### src/sv/sate_pkg.sv
// Shared types and constants for the sorted array table engine.
package sate_pkg;

  localparam int DEPTH_DEF      = 16;
  localparam int DATA_WIDTH_DEF = 32;

  localparam logic [2:0] OP_APPEND  = 3'd0;
  localparam logic [2:0] OP_INSERT  = 3'd1;
  localparam logic [2:0] OP_DELETE  = 3'd2;
  localparam logic [2:0] OP_SEARCH  = 3'd3;
  localparam logic [2:0] OP_REVERSE = 3'd4;
  localparam logic [2:0] OP_READ    = 3'd5;

  localparam logic [1:0] ST_OK       = 2'd0;
  localparam logic [1:0] ST_BAD_POS  = 2'd1;
  localparam logic [1:0] ST_FULL     = 2'd2;
  localparam logic [1:0] ST_NOT_FND  = 2'd3;

  // Command as held in the front-end queue.
  typedef struct packed {
    logic [2:0]  op;
    logic [31:0] value;
    logic [3:0]  position;
  } cmd_t;

endpackage

### src/sv/sate_front.sv
// Front end: accepts commands and holds them in a short queue.
module sate_front (
  input  logic           clk_i,
  input  logic           rst_ni,
  input  logic           start_i,
  input  sate_pkg::cmd_t cmd_i,
  output logic           busy_o,
  output logic           cmd_valid_o,
  output sate_pkg::cmd_t cmd_o,
  input  logic           cmd_pop_i
);
  import sate_pkg::*;

  cmd_t       slot_q [2];
  logic [1:0] fill_q, fill_d;
  logic       wr_q, wr_d, rd_q, rd_d;
  logic       push;

  assign busy_o      = (fill_q == 2'd2);
  assign push        = start_i && !busy_o;
  assign cmd_valid_o = (fill_q != 2'd0);
  assign cmd_o       = slot_q[rd_q];

  always_comb begin
    fill_d = fill_q;
    wr_d   = wr_q;
    rd_d   = rd_q;
    if (push) begin
      wr_d = ~wr_q;
    end
    if (cmd_pop_i && cmd_valid_o) begin
      rd_d = ~rd_q;
    end
    fill_d = fill_q + {1'b0, push} - {1'b0, cmd_pop_i && cmd_valid_o};
  end

  always_ff @(posedge clk_i or negedge rst_ni) begin
    if (!rst_ni) begin
      fill_q <= 2'd0;
      wr_q   <= 1'b0;
      rd_q   <= 1'b0;
    end else begin
      fill_q <= fill_d;
      wr_q   <= wr_d;
      rd_q   <= rd_d;
    end
  end

  always_ff @(posedge clk_i) begin
    if (push) begin
      slot_q[wr_q] <= cmd_i;
    end
  end
endmodule

### src/sv/sate_back.sv
// Back end: sequencer that walks the element memory for each command.
module sate_back #(
  parameter int DEPTH      = sate_pkg::DEPTH_DEF,
  parameter int DATA_WIDTH = sate_pkg::DATA_WIDTH_DEF
) (
  input  logic           clk_i,
  input  logic           rst_ni,
  input  logic           cmd_valid_i,
  input  sate_pkg::cmd_t cmd_i,
  output logic           cmd_pop_o,
  output logic           done_o,
  output logic [1:0]     status_o,
  output logic [31:0]    data_o,
  output logic [3:0]     index_o,
  output logic [4:0]     count_o
);
  import sate_pkg::*;

  localparam int AW = $clog2(DEPTH);
  localparam int CW = $clog2(DEPTH + 1);
  localparam int XW = CW + 1;
  localparam int PW = (XW > 4) ? XW : 4;

  localparam logic [3:0] S_IDLE = 4'd0;
  localparam logic [3:0] S_FIND = 4'd1;  // insert or search scan, one entry a cycle
  localparam logic [3:0] S_SHUP = 4'd2;  // insert: move entries up from the top
  localparam logic [3:0] S_TAKE = 4'd3;  // delete or read: take the addressed entry
  localparam logic [3:0] S_SHDN = 4'd4;  // delete: move entries down
  localparam logic [3:0] S_RVA  = 4'd5;  // reverse: hold low word, read high
  localparam logic [3:0] S_RVB  = 4'd6;  // reverse: write high word to low slot
  localparam logic [3:0] S_RVC  = 4'd7;  // reverse: write low word to high slot
  localparam logic [3:0] S_DONE = 4'd8;

  logic [DATA_WIDTH-1:0] mem [DEPTH];
  logic [DATA_WIDTH-1:0] rdata_q, hold_q, word_q, word_in;
  logic [3:0]            state_q, state_d;
  logic [2:0]            op_q;
  logic [CW-1:0]         cnt_q, cnt_d;
  logic [AW-1:0]         ptr_q, ptr_d, hi_q, hi_d, idx_q, idx_d;
  logic [AW-1:0]         raddr, waddr;
  logic                  we;
  logic [DATA_WIDTH-1:0] wdata;
  logic [DATA_WIDTH-1:0] dat_q, dat_d;
  logic [1:0]            st_q, st_d;
  logic                  load, full, pos_bad, greater;
  logic [XW-1:0]         ptr_x, cnt_x, hi_x;

  assign word_in   = DATA_WIDTH'($signed(cmd_i.value));
  assign load      = (state_q == S_IDLE) && cmd_valid_i;
  assign cmd_pop_o = load;
  assign full      = (cnt_q == CW'(DEPTH));
  assign pos_bad   = (PW'(cmd_i.position) >= PW'(cnt_q));
  assign greater   = ($signed(word_q) > $signed(rdata_q));
  assign ptr_x     = XW'(ptr_q);
  assign cnt_x     = XW'(cnt_q);
  assign hi_x      = XW'(hi_q);

  always_ff @(posedge clk_i) begin
    if (we) begin
      mem[waddr] <= wdata;
    end
    rdata_q <= mem[raddr];
  end

  always_ff @(posedge clk_i) begin
    if (load) begin
      word_q <= word_in;
      op_q   <= cmd_i.op;
    end
    if (state_q == S_RVA) begin
      hold_q <= rdata_q;
    end
  end

  always_comb begin
    state_d = state_q;
    cnt_d   = cnt_q;
    ptr_d   = ptr_q;
    hi_d    = hi_q;
    st_d    = st_q;
    idx_d   = idx_q;
    dat_d   = dat_q;
    raddr   = ptr_q;
    we      = 1'b0;
    waddr   = ptr_q;
    wdata   = word_q;
    case (state_q)
      S_IDLE: begin
        if (cmd_valid_i) begin
          st_d    = ST_OK;
          idx_d   = '0;
          dat_d   = '0;
          ptr_d   = '0;
          state_d = S_DONE;
          case (cmd_i.op)
            OP_APPEND: begin
              if (full) begin
                st_d = ST_FULL;
              end else begin
                we    = 1'b1;
                waddr = AW'(cnt_q);
                wdata = word_in;
                idx_d = AW'(cnt_q);
                cnt_d = cnt_q + 1'b1;
              end
            end
            OP_INSERT: begin
              if (full) begin
                st_d = ST_FULL;
              end else if (cnt_q == '0) begin
                we    = 1'b1;
                waddr = '0;
                wdata = word_in;
                cnt_d = cnt_q + 1'b1;
              end else begin
                raddr   = '0;
                state_d = S_FIND;
              end
            end
            OP_DELETE, OP_READ: begin
              if (pos_bad) begin
                st_d = ST_BAD_POS;
              end else begin
                raddr   = AW'(cmd_i.position);
                ptr_d   = AW'(cmd_i.position);
                state_d = S_TAKE;
              end
            end
            OP_SEARCH: begin
              if (cnt_q == '0) begin
                st_d = ST_NOT_FND;
              end else begin
                raddr   = '0;
                state_d = S_FIND;
              end
            end
            OP_REVERSE: begin
              if (cnt_q > CW'(1)) begin
                raddr   = '0;
                hi_d    = AW'(cnt_q - 1'b1);
                state_d = S_RVA;
              end
            end
            default: ;
          endcase
        end
      end
      S_FIND: begin
        if (op_q == OP_INSERT) begin
          if (greater && (ptr_x + XW'(1) < cnt_x)) begin
            ptr_d = ptr_q + 1'b1;
            raddr = ptr_q + 1'b1;
          end else begin
            // insertion point found; start moving from the top entry
            idx_d   = greater ? AW'(cnt_q) : ptr_q;
            hi_d    = AW'(cnt_q);
            raddr   = AW'(cnt_q - 1'b1);
            state_d = S_SHUP;
          end
        end else begin
          if (rdata_q == word_q) begin
            idx_d   = ptr_q;
            state_d = S_DONE;
          end else if (ptr_x + XW'(1) < cnt_x) begin
            ptr_d = ptr_q + 1'b1;
            raddr = ptr_q + 1'b1;
          end else begin
            st_d    = ST_NOT_FND;
            state_d = S_DONE;
          end
        end
      end
      S_SHUP: begin
        we = 1'b1;
        if (hi_q == idx_q) begin
          waddr   = idx_q;
          wdata   = word_q;
          cnt_d   = cnt_q + 1'b1;
          state_d = S_DONE;
        end else begin
          waddr = hi_q;
          wdata = rdata_q;
          hi_d  = hi_q - 1'b1;
          raddr = (hi_q > AW'(1)) ? hi_q - AW'(2) : '0;
        end
      end
      S_TAKE: begin
        dat_d = rdata_q;
        if (op_q == OP_READ) begin
          state_d = S_DONE;
        end else if (ptr_x + XW'(1) >= cnt_x) begin
          cnt_d   = cnt_q - 1'b1;
          state_d = S_DONE;
        end else begin
          raddr   = ptr_q + 1'b1;
          state_d = S_SHDN;
        end
      end
      S_SHDN: begin
        we    = 1'b1;
        waddr = ptr_q;
        wdata = rdata_q;
        if (ptr_x + XW'(2) >= cnt_x) begin
          cnt_d   = cnt_q - 1'b1;
          state_d = S_DONE;
        end else begin
          ptr_d = ptr_q + 1'b1;
          raddr = ptr_q + AW'(2);
        end
      end
      S_RVA: begin
        raddr   = hi_q;
        state_d = S_RVB;
      end
      S_RVB: begin
        we      = 1'b1;
        waddr   = ptr_q;
        wdata   = rdata_q;
        state_d = S_RVC;
      end
      S_RVC: begin
        we    = 1'b1;
        waddr = hi_q;
        wdata = hold_q;
        if (ptr_x + XW'(2) < hi_x) begin
          ptr_d   = ptr_q + 1'b1;
          hi_d    = hi_q - 1'b1;
          raddr   = ptr_q + 1'b1;
          state_d = S_RVA;
        end else begin
          state_d = S_DONE;
        end
      end
      S_DONE: state_d = S_IDLE;
      default: state_d = S_IDLE;
    endcase
  end

  always_ff @(posedge clk_i or negedge rst_ni) begin
    if (!rst_ni) begin
      state_q <= S_IDLE;
      cnt_q   <= '0;
      ptr_q   <= '0;
      hi_q    <= '0;
      st_q    <= ST_OK;
      idx_q   <= '0;
      dat_q   <= '0;
    end else begin
      state_q <= state_d;
      cnt_q   <= cnt_d;
      ptr_q   <= ptr_d;
      hi_q    <= hi_d;
      st_q    <= st_d;
      idx_q   <= idx_d;
      dat_q   <= dat_d;
    end
  end

  assign done_o   = (state_q == S_DONE);
  assign status_o = st_q;
  assign data_o   = 32'($signed(dat_q));
  assign index_o  = 4'(idx_q);
  assign count_o  = 5'(cnt_q);
endmodule

### src/sv/sorted_array_table_engine.sv
// Top level of the sorted array table engine.
// Sorted array table engine: one command per start/busy transaction, one result
// per command, shown for a single cycle with result_valid_o; the receiver
// cannot stall. Each command passes through the queue to the back end, which
// writes append directly, takes the addressed entry on read, scans and moves
// entries up on insert, takes and moves entries down on delete, scans on
// search and swaps pairs on reverse, all walking the single memory read port.
// A two-entry command queue lets new commands be taken while one executes;
// busy_o rises only when both entries wait.
module sorted_array_table_engine #(
  parameter int DEPTH      = sate_pkg::DEPTH_DEF,
  parameter int DATA_WIDTH = sate_pkg::DATA_WIDTH_DEF
) (
  input  logic        clk_i,
  input  logic        rst_ni,
  input  logic        start_i,
  output logic        busy_o,
  input  logic [2:0]  opcode_i,
  input  logic [31:0] value_i,
  input  logic [3:0]  position_i,
  output logic        result_valid_o,
  output logic [1:0]  status_o,
  output logic [31:0] data_o,
  output logic [3:0]  index_o,
  output logic [4:0]  count_o
);
  import sate_pkg::*;

  cmd_t cmd_in, cmd_head;
  logic cmd_valid, cmd_pop;

  assign cmd_in = '{op: opcode_i, value: value_i, position: position_i};

  sate_front u_front (
    .clk_i, .rst_ni, .start_i, .cmd_i(cmd_in), .busy_o,
    .cmd_valid_o(cmd_valid), .cmd_o(cmd_head), .cmd_pop_i(cmd_pop)
  );

  sate_back #(.DEPTH(DEPTH), .DATA_WIDTH(DATA_WIDTH)) u_back (
    .clk_i, .rst_ni, .cmd_valid_i(cmd_valid), .cmd_i(cmd_head), .cmd_pop_o(cmd_pop),
    .done_o(result_valid_o), .status_o, .data_o, .index_o, .count_o
  );

  a_count_range: assert property (@(posedge clk_i) disable iff (!rst_ni)
    result_valid_o |-> count_o <= 5'(DEPTH)) else $error("count beyond depth");
  a_done_single: assert property (@(posedge clk_i) disable iff (!rst_ni)
    result_valid_o |=> !result_valid_o) else $error("result held two cycles");
  a_err_no_data: assert property (@(posedge clk_i) disable iff (!rst_ni)
    result_valid_o && status_o != ST_OK |-> data_o == 32'd0)
    else $error("data on error");
endmodule

### config.mk
export PLATFORM = sky130hd
export DESIGN_NAME = sorted_array_table_engine
export DESIGN_NICKNAME = d
export VERILOG_FILES = /design/src/sv/sate_pkg.sv /design/src/sv/sate_front.sv /design/src/sv/sate_back.sv /design/src/sv/sorted_array_table_engine.sv
export SDC_FILE = /design/constraint.sdc
export NUM_CORES = 1
export LEC_CHECK = 0
export BUFFER_PORTS_ARGS = -buffer_cell sky130_fd_sc_hd__clkbuf_2
export CAP_MARGIN = 20
export CORE_MARGIN = 2
export CORE_UTILIZATION = 56
export DETAILED_ROUTE_END_ITERATION = 10
export PLACE_DENSITY_LB_ADDON = 0.05
export RECOVER_POWER = 25
export SLEW_MARGIN = 20
export SYNTH_ARGS = -nofsm -noshare
export SYNTH_HDL_FRONTEND = slang
export SYNTH_SLANG_ARGS = --single-unit
### constraint.sdc
create_clock -name clk_i -period 4.5 [get_ports clk_i]
set_input_delay 0.45 -clock clk_i [delete_from_list [all_inputs] [get_ports clk_i]]
set_output_delay 0.45 -clock clk_i [all_outputs]
set_load 0.05 [all_outputs]
**Word-level counts from Yosys, hierarchy flattened**

Memory sizes are Yosys's and may differ from the RTL's. A register that Yosys moved wholly into a read port is not among the register bits.
Cells that the tools add are included.
Widths: inputs -> output; s select.

- Register bits: 126
- Bits in writable memories: 590
- Input bits: 42
- Word-level logic and storage cells: 203
- Memories: 2

- Add/sub/neg operators: 10
- Order comparisons: 8
- Equal/unequal tests: 42
- Muxes and demuxes: 101
- Bitwise gates (word level): 2
- Reduce and logical (&&, ||, !) cells: 25

Memory list:

| memory | words | width | read ports | clocked after Yosys merged registers in | write ports | line | source |
|---|---|---|---|---|---|---|---|
| u_back.mem | 16 | 32 | 1 | 1 | 1 | sate_back.sv:34 | `logic [DATA_WIDTH-1:0] mem [DEPTH];` |
| u_front.slot_q | 2 | 39 | 1 | 0 | 1 | sate_front.sv:14 | `cmd_t slot_q [2];` |

Operators by type and width:

| cell | number |
|---|---|
| $mux 4 | 54 |
| $mux 32 | 6 |
| $pmux 32 s2 | 2 |
| $pmux 32 s4 | 1 |
| $pmux 4 s4 | 4 |
| $mux 5 | 8 |
| $eq 32x32->1 | 1 |
| $gt 32x32->1 | 1 |
| $pmux 4 s8 | 1 |
| $pmux 4 s7 | 1 |
| $pmux 5 s4 | 1 |
| $ne 2x2->1 const B | 9 |
| $ne 3x3->1 const B | 6 |
| $eq 4x3->1 const B | 4 |
| $pmux 4 s2 | 2 |
| $ge 6x5->1 | 2 |
| $mux 2 | 6 |
| $ne 2x1->1 const B | 6 |
| $pmux 4 s3 | 1 |
| $reduce_bool 4->1 | 3 |
| $pmux 5 s2 | 1 |
| $reduce_and 10->1 | 1 |
| $reduce_and 5->1 | 2 |
| $eq 3x3->1 const B | 3 |
| other kinds (41) | 62 |

**Logic depth before layout (Yosys ltp)**

- Depth after elaboration: 8
- Depth in mapped cells: 17

**Modules after synthesis**

Synthesis repeated with hierarchy kept, for this count alone.

- Cell total of the unflattened synthesis: 2377
- Area total of the unflattened synthesis: 31926.9 um2

Modules (own cells, without submodules):

| module | times used | cells an instance | area an instance (um2) | sequential area each (um2) |
|---|---|---|---|---|
| sate_back | 1 | 2238 | 28897.7 | 19403.6 |
| sate_front | 1 | 139 | 3029.2 | 2442.3 |

**Least setup slack after synthesis**

OpenSTA, ideal clock, no wires.

- Path kind: register -> register
- Start: register u_back.cnt_q[0], in the netlist u_back.count_o[0]
- End: memory u_back.mem[1][0] (netlist name) (enable)
- Library setup time: 0.421 ns
- Data arrival time: 4.646 ns
- Data required time: 4.079 ns
- Path slack: -0.567 ns
- Stages on the path, launching flop included: 14
- Buffers on the path: 1
- Cell sequence: dfrtp_1 clkbuf_1 inv_1 ha_1 nor3b_1 mux2i_1 nand2_1 nor2_1 o21ai_0 a21o_1 a222oi_1 nand2_1 or2_2 nor2_1

- Word-level cells in the longest chain between the ends: 8
- Elaborated cells between the ends (all ways): 16

Ends and longest elaborated chain:

| what | line | source |
|---|---|---|
| start: declaration | sate_back.sv:38 | `logic [CW-1:0] cnt_q, cnt_d;` |
| start signal: assignment | sate_back.sv:250 | `cnt_q <= cnt_d;` |
| $logic_not 5->1 | sate_back.sv:110 | `end else if (cnt_q == '0) begin` |
| $mux 1 | sate_back.sv:110 |  |
| $mux 1 | sate_back.sv:108 | `if (full) begin` |
| $pmux 1 s2 | sate_back.sv:95 | `case (cmd_i.op)` |
| $mux 1 | sate_back.sv:89 | `if (cmd_valid_i) begin` |
| $pmux 1 s2 | sate_back.sv:87 | `case (state_q)` |
| $mux 1 | sate_back.sv:59 | `if (we) begin` |
| $mux 1 (implied by the code) | sate_back.sv:60 | `mem[waddr] <= wdata;` |
| end: declaration | sate_back.sv:34 |  |

Several ways; a longest one is shown, not always the timed one.

**Worst setup path after layout**

- Start: register u_front.rd_q
- End: register u_back.rdata_q[14], read port of u_back.mem

- Word-level cells in the longest chain between the ends: 6
- Elaborated cells between the ends (all ways): 12

Ends and longest elaborated chain:

| what | line | source |
|---|---|---|
| start: declaration | sate_front.sv:16 | `logic wr_q, wr_d, rd_q, rd_d;` |
| start signal: assignment | sate_front.sv:45 | `rd_q <= rd_d;` |
| $mem_v2 2x39 (*) | -- |  |
| $ge 4x5->1 (tied with other cells) | sate_back.sv:52 | `assign pos_bad = (PW'(cmd_i.position) >= PW'(cnt_q));` |
| $mux 4 or $reduce_or 2->1 (tied branches) | sate_back.sv:121, sate_back.sv:95 |  |
| $pmux 4 s4 (*) | sate_back.sv:95 |  |
| $mux 4 (*) | sate_back.sv:89 |  |
| $pmux 4 s7 (*) | sate_back.sv:87 |  |
| end: declaration | sate_back.sv:35 | `logic [DATA_WIDTH-1:0] rdata_q, hold_q, word_q, word_in;` |

Mark *: on every way between the ends. The rest lies on a longest branch, timed or not.
A chain may end at the register's enable or synchronous reset.

==> results_dict.tcl <==
set metrics [dict create \
    timing.fmax_mhz 229 \
    yosys.area.top_type "edfxtp_1" \
    synthFlopType "edfxtp_1" \
    drive_gt1_share_pct 21.6 \
    pre_cts_ws_ps -219 \
    portBuffers 86 \
    cts_root_buffer "clkbuf_16" \
    setup_tns_ps 0 \
    cp_slowest_cell "dfrtp_2" \
    start_util_pct 56.3 \
    status "finished with violations" \
    drt_first_pass_iters 5 \
    drt_first_iter_violations 2046 \
    period_share_pct 96.9 \
    cp_cell_sequence "mux2i_1 > ha_1 > nand2b_1 > a2111oi_4 > nor3b_1 > o31a_1 > o21ai_1 > o211a_1 > a31oi_1 > a31o_4 > buf_4 > buf_12 > mux4_2 > a22oi_1 > nand3_2" \
    clk_pin_slew_ps 60 \
    htree_levels 3 \
    synth_edf_count 657 \
    dieArea_um2 57100 \
    start_kind "flop" \
    setup_violations 0 \
    die_y_um 239 \
    synth_top_area_share_pct 63.8 \
    area_growth_pct 17.8 \
    yosysWarnings 0 \
    cp-end-kind "flop" \
    drv_slew 126 \
    tightest_slew_ps 2140 \
    final_hold_viol_count 0 \
    ant_nets 0 \
    required_ps 4960 \
    hp-class "input port to flop" \
    routed_wl_um 84900 \
    nNetsFinal 2164 \
    path_max_fanout 12 \
    cts_sinks 748 \
    row_count 86 \
    violations "capacitance limit, slew limit" \
    yosysSeqAreaShare_pct 70.7 \
    grt_antenna_before_repair 1 \
    post-synth-top-count-cell "edfxtp_1" \
    viasPerCell 6.53 \
    skew_ps 32.3 \
    yosysUniqueCellTypes 77 \
    hpwl_um 55400 \
    pwr_density_cell_nw_per_um2 841 \
    syn_area_per_cell_um2 16.8 \
    place_congestion 0.995 \
    wl_per_cell_um 30.0 \
    cts_tree "yes" \
    syn_area_um2 30900 \
    cts_buffers 76 \
    cts-root-to-sink-buffers 3 \
    fillCellCount 3841 \
    worstSkewPairLatency_ps 630 \
    grt_pass1_vias 18500 \
    fin_cells 2830 \
    max-cap-violations 5 \
    synth_cells 1835 \
    synth_commonest_cells "edfxtp_1 (657), mux4_2 (128), nand3_1 (108), nor2_1 (72), o21ai_0 (71)" \
    critPathKind "flop to flop" \
    num_vias 18500 \
    ys_ff_latch 748 \
    leakagePower_nw 12.4 \
    syn-num-nets 1938 \
    grt_first_pass_wirelength_um 123000 \
    die_w_um 239 \
    io_pins 87 \
    drcViolationCount 0 \
    slowest_delay_ps 510 \
    overflow 0 \
    max-vdd-ir-drop_v 0.000562 \
    core_um2 54900 \
    finalCriticalPeriod_ps 4360 \
    track_usage_pct 30.2 \
    slew_headroom_pct -43.0 \
    async_flop_share_pct 7.89 \
    cp.arrival_ps 4820 \
    ys_top_cells_by_area "edfxtp_1 (64%), mux4_2 (9.3%), dfrtp_1 (4.8%)" \
    timing.final.ws_setup_ps 141 \
    placed_cells 2674 \
    grt_max_degree 66 \
]
[power by group]
group | switching [mW] | internal, mW
combinational | 8.36 | 5.46
clock | 2.62 | 3.74
sequential | 0.604 | 9.82
[path summary, 6_finish.rpt]
| kind | cells past startpoint | slack, ps | endpoint | start |
|---|---|---|---|---|
| min | 1 | 30 | u_front.slot_q[0][11] | value_i[7] |
| max | 15 | 140 | u_back.rdata_q[14] | u_front.rd_q |
| min in group asynchronous | 2 | 1000 | u_back.count_o[2] | rst_ni |
| min reg2reg | 0 | 470 | u_back.hold_q[28] | u_back.rdata_q[28] |
| max in group asynchronous | 3 | 1080 | u_front.rd_q | rst_ni |
| max reg2reg | 15 | 140 | u_back.rdata_q[14] | u_front.rd_q |
[per-stage QoR]
step / util [%] / total power [mW] / instance area, um^2 / hold slack, ps
detailed placement: 61.5 / 23.9 / 33700 / 451
floorplan: - / 18.8 / 30900 / 154
finish: 66.3 / 30.6 / 36400 / 30.7
global placement: 61.5 / 23.7 / 33700 / 445
CTS: 66.2 / 30.3 / 36300 / 0.511
global route: 66.3 / 32.0 / 36400 / 8.32
[what timing repair did]
item                                    4_1_cts  5_1_grt
pin swaps                                     0        5
hold buffers                                  3        0
buffers inserted                              1        7
hold endpoints to repair                     13        0
cloned                                        0        2
endpoints found under the setup margin       19       31
resized for setup                             4       21
[cell type report]
cell class | instances | area (um^2) | share of cell area (%)
Multi-Input combinational cell | 930 | 8730 | 24.0
Sequential cell | 748 | 21800 | 60.0
Timing Repair Buffer | 246 | 2190 | 6.01
Clock buffer | 96 | 2040 | 5.60
Clock inverter | 45 | 475 | 1.31
Inverter | 59 | 221 | 0.609
Antenna cell | 2 | 5.00 | 0.0138
Tap cell | 704 | 881 | 2.42
[layout by cell type, fill, tap and decap left out, types with 32 or more instances in the layout]
master | netlist | layout
nor2_1 | 72 | 54
inv_1 | 54 | 54
buf_12 | 0 | 48
nand4_1 | 45 | 45
dfrtp_1 | 59 | 58
nand2_1 | 62 | 61
o21ai_0 | 71 | 70
ha_1 | 61 | 61
a221o_1 | 34 | 34
mux4_2 | 128 | 128
dfxtp_1 | 32 | 32
a22oi_1 | 39 | 39
clkbuf_1 | 64 | 104
edfxtp_1 | 657 | 657
buf_4 | 11 | 98
nand3_1 | 108 | 105
clkbuf_16 | 0 | 80
a21oi_1 | 40 | 36
[routing by layer]
layer	share of wire, %	global-route usage (%)
met3	8.8	5.30
met1	42	44.5
met5	0.0094	0
met4	2.4	8.84
met2	47	47.0
[sequential cells by signal, summed over array words and instances (netlist names), 5 cells and up]
| signal | flops |
|---|---|
| u_back.count_o | 5 |
| u_back.data_o | 32 |
| u_back.hold_q | 32 |
| u_back.mem | 512 |
| u_back.rdata_q | 32 |
| u_back.word_q | 32 |
| u_front.slot_q | 78 |
[cells by family after synthesis]
logic type	synth area share, %
DFF	70.7
AOI/OAI and AO/OA	7.22
buffers and inverters	2.19
adders and majority gates	2.47
muxes	10.9
xor gates and xnor gates	0.624
and+or+nand+nor	5.90
[critical path, delay by kind of cell (launching register included)]
family,cells,cell delay (ps)
and+or+nand+nor,3,460
buffers and inverters,2,320
adders and majority gates,1,270
muxes,2,720
DFF,1,510
AOI/OAI and AO/OA,7,1910
No activity file was read; power rests on OpenSTA's default activity.
